===== config.mk =====
export PLATFORM = sky130hd
export DESIGN_NAME = tkr_ram
export DESIGN_NICKNAME = d
export VERILOG_FILES = /design/src/hw/rtl/tkr_ram.sv
export SDC_FILE = /design/constraint.sdc
export NUM_CORES = 2
export LEC_CHECK = 0
export BUFFER_PORTS_ARGS = -buffer_cell sky130_fd_sc_hd__buf_2
export CAP_MARGIN = 20
export CORE_ASPECT_RATIO = 1.1
export CORE_UTILIZATION = 65
export CTS_BUF_LIST = sky130_fd_sc_hd__clkbuf_4
export DETAILED_ROUTE_END_ITERATION = 6
export GPL_TIMING_DRIVEN = 1
export PLACE_DENSITY = 0.81
export SYNTH_ARGS = -nofsm -noshare
export SYNTH_HDL_FRONTEND = slang
export SYNTH_SLANG_ARGS = --single-unit

===== constraint.sdc =====
create_clock -name clk -period 2.9 [get_ports clk]
set_input_delay 0.435 -clock clk [delete_from_list [all_inputs] [get_ports clk]]
set_output_delay 0.435 -clock clk [all_outputs]
set_load 0.005 [all_outputs]

===== src/hw/rtl/tkr_ram.sv =====
// generic simple dual-port ram, one write port and one registered read port
// no dependencies
module tkr_ram #(
    parameter int WIDTH = 8,
    parameter int DEPTH = 256
) (
    input  logic                     clk,
    input  logic                     we,
    input  logic [$clog2(DEPTH)-1:0] waddr,
    input  logic [WIDTH-1:0]         wdata,
    input  logic                     re,
    input  logic [$clog2(DEPTH)-1:0] raddr,
    output logic [WIDTH-1:0]         rdata
);

    logic [WIDTH-1:0] mem [DEPTH];

    always_ff @(posedge clk) begin
        if (we) begin
            mem[waddr] <= wdata;
        end
        if (re) begin
            rdata <= mem[raddr];
        end
    end

endmodule


==> results by group <==
Critical path
  • Critical path startpoint category: flip-flop
  • Setup slack of the worst register-to-register path: -0.003 ns
  • Launching element of the worst setup path: mem[134][4]
  • Largest fanout of any net on the critical path: 1
  • Terminus of the critical flop-to-flop path: rdata[4]
  • Data arrival time of the critical path: around 4 ns
  • Required time worst endpoint: 3.99 ns
  • Capture point of the critical path: rdata[4]
  • FF-to-FF path depth: 8
  • Worst setup path class: flip-flop to flip-flop
  • Endpoint kind of the worst setup timing path: flip-flop
  • Critical R2R Launch: mem[134][4]

Timing
  • Highest Clock Rate: 0.3445 GHz
  • Final worst-path cycle share: 100.1%
  • Worst relative slew slack: 37.25%
  • Final setup fails: 1
  • Hold Fails Final Rpt: 0
  • Max Slew Vio Count: 0
  • Min Clock Period, post-route: 2.903 ns
  • Hold slack: 0.1457 ns
  • Unrepaired setup endpoints after global routing: no
  • Actual transition at the worst max-transition pin: approximately 0.94 ns
  • Crit path setup slack, layout: -0.002970 ns
  • Final setup skew: 0.07958 ns

GRT
  • All-Layer GR Usage: approximately a third
  • Number of antenna violations at the first check in global routing: 6
  • Vias in the first global route: about 46000
  • GRT Residual Overflow: 0
  • Global-route wire length before repair: 294200 µm
  • Pin count of the biggest net entering global routing: between 100 and 150

Clock tree
  • Worst-Skew Late Latency: 1.33 ns
  • Number of clock sinks seen by CTS: 2056
  • Largest buffer count on any clock path: 4
  • Clock tree from TritonCTS: yes
  • Clock edge transition at the registers on the reported setup and hold paths: 0.07 ns
  • Clock tree root driver cell: sky130_fd_sc_hd__clkbuf_4
  • Total number of H-tree levels: 5
  • TritonCTS buffer count: 476

Synth
  • Fraction of synthesized cell area taken by the top area cell type: 77.53%
  • Avg Cell Area, Syn: 21.33 µm²
  • Number of cells produced by synthesis: 3733
  • Net count after synthesis: 3760
  • Post-synthesis cell type with the largest combined area: sky130_fd_sc_hd__edfxtp_1
  • Number of enable flip-flop cells after synthesis: 2056
  • Sequential cell area fraction in the yosys report: 77.53%
  • Post-synthesis async set-or-reset flop share: 0%
  • Area contributors post-synth: sky130_fd_sc_hd__edfxtp_1 (78%), sky130_fd_sc_hd__mux4_2 (13%), sky130_fd_sc_hd__mux2i_1 (1.7%)
  • Most frequent cells after synthesis: sky130_fd_sc_hd__edfxtp_1 (2056), sky130_fd_sc_hd__mux4_2 (454), sky130_fd_sc_hd__nor2_1 (282)
  • Summed instance area of the synthesized netlist: about 0.080 mm²
  • Most instantiated library cell after synthesis: sky130_fd_sc_hd__edfxtp_1
  • Count of warnings emitted by yosys: 0
  • Predominant post-synthesis flop cell: sky130_fd_sc_hd__edfxtp_1
  • Number of library cell types mapped by synthesis: 54
  • Synth Register Bits: 2056

Floorplanning
  • Initial cell density of the core: 65.61%
  • FP Rows: about 130
  • Total core area: 0.1214 mm²
  • Die X: approximately 340 µm
  • Num ports: 35
  • Die height: about 370 µm
  • Die outline area: 0.1239 mm²

Pwr
  • Static Leak: 30.41 nW
  • PnR Total Power: just under 60 mW
  • Power per Cell Area: 627.4 mW/mm²
  • Peak supply drop: 0.4694 mV

Flow run
  • Maximum Capacitance Violations: 0

Cells and area
  • Area of all placed cells without fillers: 0.09199 mm²
  • Post-route core utilization: 75.78%
  • FF+latch area: 0.06174 mm²
  • Fraction of layout instances using a drive strength above 1: between 30 and 40%
  • Combined area of the multi-input logic cells: 0.01651 mm²
  • Area growth from synthesis to layout: 15.52%
  • Fin nets: 4691
  • Fill cells: 6158

Placed design
  • Dpl hpwl: 125300 µm
  • Count of port buffers added during placement: 34
  • Placed inst area: 0.08605 mm²
  • Gp weighted congestion: 0.9243

Detailed routing
  • Final antenna-violating net count: 0
  • Initial drt markers: 6330
  • Number of detailed-routing iterations run before antenna repair: 7
  • Average wire per standard cell: 30.20 µm
  • Mean number of vias per cell: 6.653
  • DRC violation count after routing: 6
  • Final Routed Wirelength: 201000 µm
  • Total number of vias: between 40000 and 50000

Outcome
  • Violated checks: design-rule violations, negative setup slack
  • Outcome: finished, violations left

Hold path
  • Class of the tightest hold or removal check: input pin to flip-flop
==> worst min-delay path by stage <==
stage          depth (start not counted)     start  slack [ns]   endpoint
2_1_floorplan                          0  wdata[0]        0.53  mem[0][0]
3_3_place_gp                           1  rdata[7]        0.83   rdata[7]
3_5_place_dp                           1  rdata[7]        0.86   rdata[7]
4_1_cts                                2        re        0.01   rdata[3]
5_1_grt                                2        re        0.06   rdata[4]
6_report                               2        re        0.15   rdata[4]
==> metrics by stage <==
stage / setup WS (ns) / instances / setup TNS (ns)
3_5_place_dp: -1.046 / 5796 / -4.999
4_1_cts: 0.04525 / 6643 / 0
6_report: -0.002970 / 6657 / -0.002970
3_3_place_gp: -0.9995 / 5796 / -4.332
5_1_grt: 0.03079 / 6648 / 0
2_1_floorplan: 0.3889 / 3733 / 0
==> sequential cells by signal (all words and copies together), names as in the netlist <==
name and cells:
rdata 8, mem 2048
==> layer usage <==
layer	vias to the layer above	wire [µm]	share of wire (%)	GRT usage (%)
met4	4	10560	5.3	18.22
li1	17870	-	-	-
met2	3626	97630	49	52.09
met5	-	26	0.013	0
met3	595	25460	13	8.700
met1	22190	67340	33	43.63
==> cells by family after synthesis <==
group | Yosys count | synth area share, %
AOI/OAI and AO/OA | 385 | 3.416
and+or+nand+nor | 466 | 2.625
DFF | 2056 | 77.53
muxes | 591 | 14.60
buffers and inverters | 235 | 1.829
==> placed cells by master (no fill, tap or decap), types with 4 or more instances in the layout <==
master                          netlist  routed
sky130_fd_sc_hd__buf_4               27     569
sky130_fd_sc_hd__nor3_1              22      22
sky130_fd_sc_hd__and2_1               6       6
sky130_fd_sc_hd__clkinv_2             0      34
sky130_fd_sc_hd__a211oi_1            16      16
sky130_fd_sc_hd__a221oi_1            13      13
sky130_fd_sc_hd__buf_2               31      23
sky130_fd_sc_hd__o22ai_1             28      28
sky130_fd_sc_hd__clkbuf_4             0     653
sky130_fd_sc_hd__mux2i_1            134     134
sky130_fd_sc_hd__clkinv_1             1     129
sky130_fd_sc_hd__clkbuf_8             0       8
sky130_fd_sc_hd__a22oi_1            133     133
sky130_fd_sc_hd__nand3_1             34      34
sky130_fd_sc_hd__nand4_1             10      10
sky130_fd_sc_hd__a21oi_1             96      96
sky130_fd_sc_hd__buf_12               8      62
sky130_fd_sc_hd__nand2b_1             8       8
sky130_fd_sc_hd__nor2_1             282     279
sky130_fd_sc_hd__mux4_2             454     454
sky130_fd_sc_hd__o22a_1               5       5
sky130_fd_sc_hd__diode_2              0      14
sky130_fd_sc_hd__edfxtp_1          2056    2056
sky130_fd_sc_hd__o32ai_1              4       4
sky130_fd_sc_hd__nor4_1              24      20
sky130_fd_sc_hd__o211ai_1            10      10
sky130_fd_sc_hd__dlygate4sd3_1        0      22
sky130_fd_sc_hd__or2_2                4       4
sky130_fd_sc_hd__o21ai_0             10      10
sky130_fd_sc_hd__nor4_2               3       7
sky130_fd_sc_hd__nor2b_1             31      28
sky130_fd_sc_hd__a22o_1               8       8
sky130_fd_sc_hd__nand2_1             33      33
sky130_fd_sc_hd__o221ai_1            46      46
==> cell type report <==
type	count	share of cell area (%)
diodes	14	0.03808
clock buffers	653	5.329
clock inverters	172	0.8338
inverters	2	0.008161
multi-input cells	1442	17.95
flip-flops and latches	2056	67.11
well taps	1632	2.220
repair buffers	686	6.510
==> power breakdown <==
part           leakage [nW]  switching (mW)  total (mW)  internal [mW]
clock network          3.39            11.0        21.6           10.6
registers              18.5          0.0420        32.8           32.7
logic                  8.53            2.03        3.36           1.33
total                  30.4            13.1        57.7           44.7
==> timing repair <==
item | in CTS | in global routing
endpoints found under the hold margin | 2333 | 0
gates resized for setup | 3 | 0
hold buffers | 22 | 0
endpoints found under the setup margin | 3 | 0
buffers inserted | 0 | 0
==> critical path, stage by stage, from the launching register on <==
cell,delay [ns]
sky130_fd_sc_hd__edfxtp_1,0.38
sky130_fd_sc_hd__mux4_2,0.51
sky130_fd_sc_hd__mux4_2,0.52
sky130_fd_sc_hd__nor2_1,0.13
sky130_fd_sc_hd__a2111oi_1,0.09
sky130_fd_sc_hd__buf_4,0.17
sky130_fd_sc_hd__nor3_1,0.57
sky130_fd_sc_hd__buf_4,0.26
sky130_fd_sc_hd__nor4_1,0.05
(Power assumes the default switching activity.)
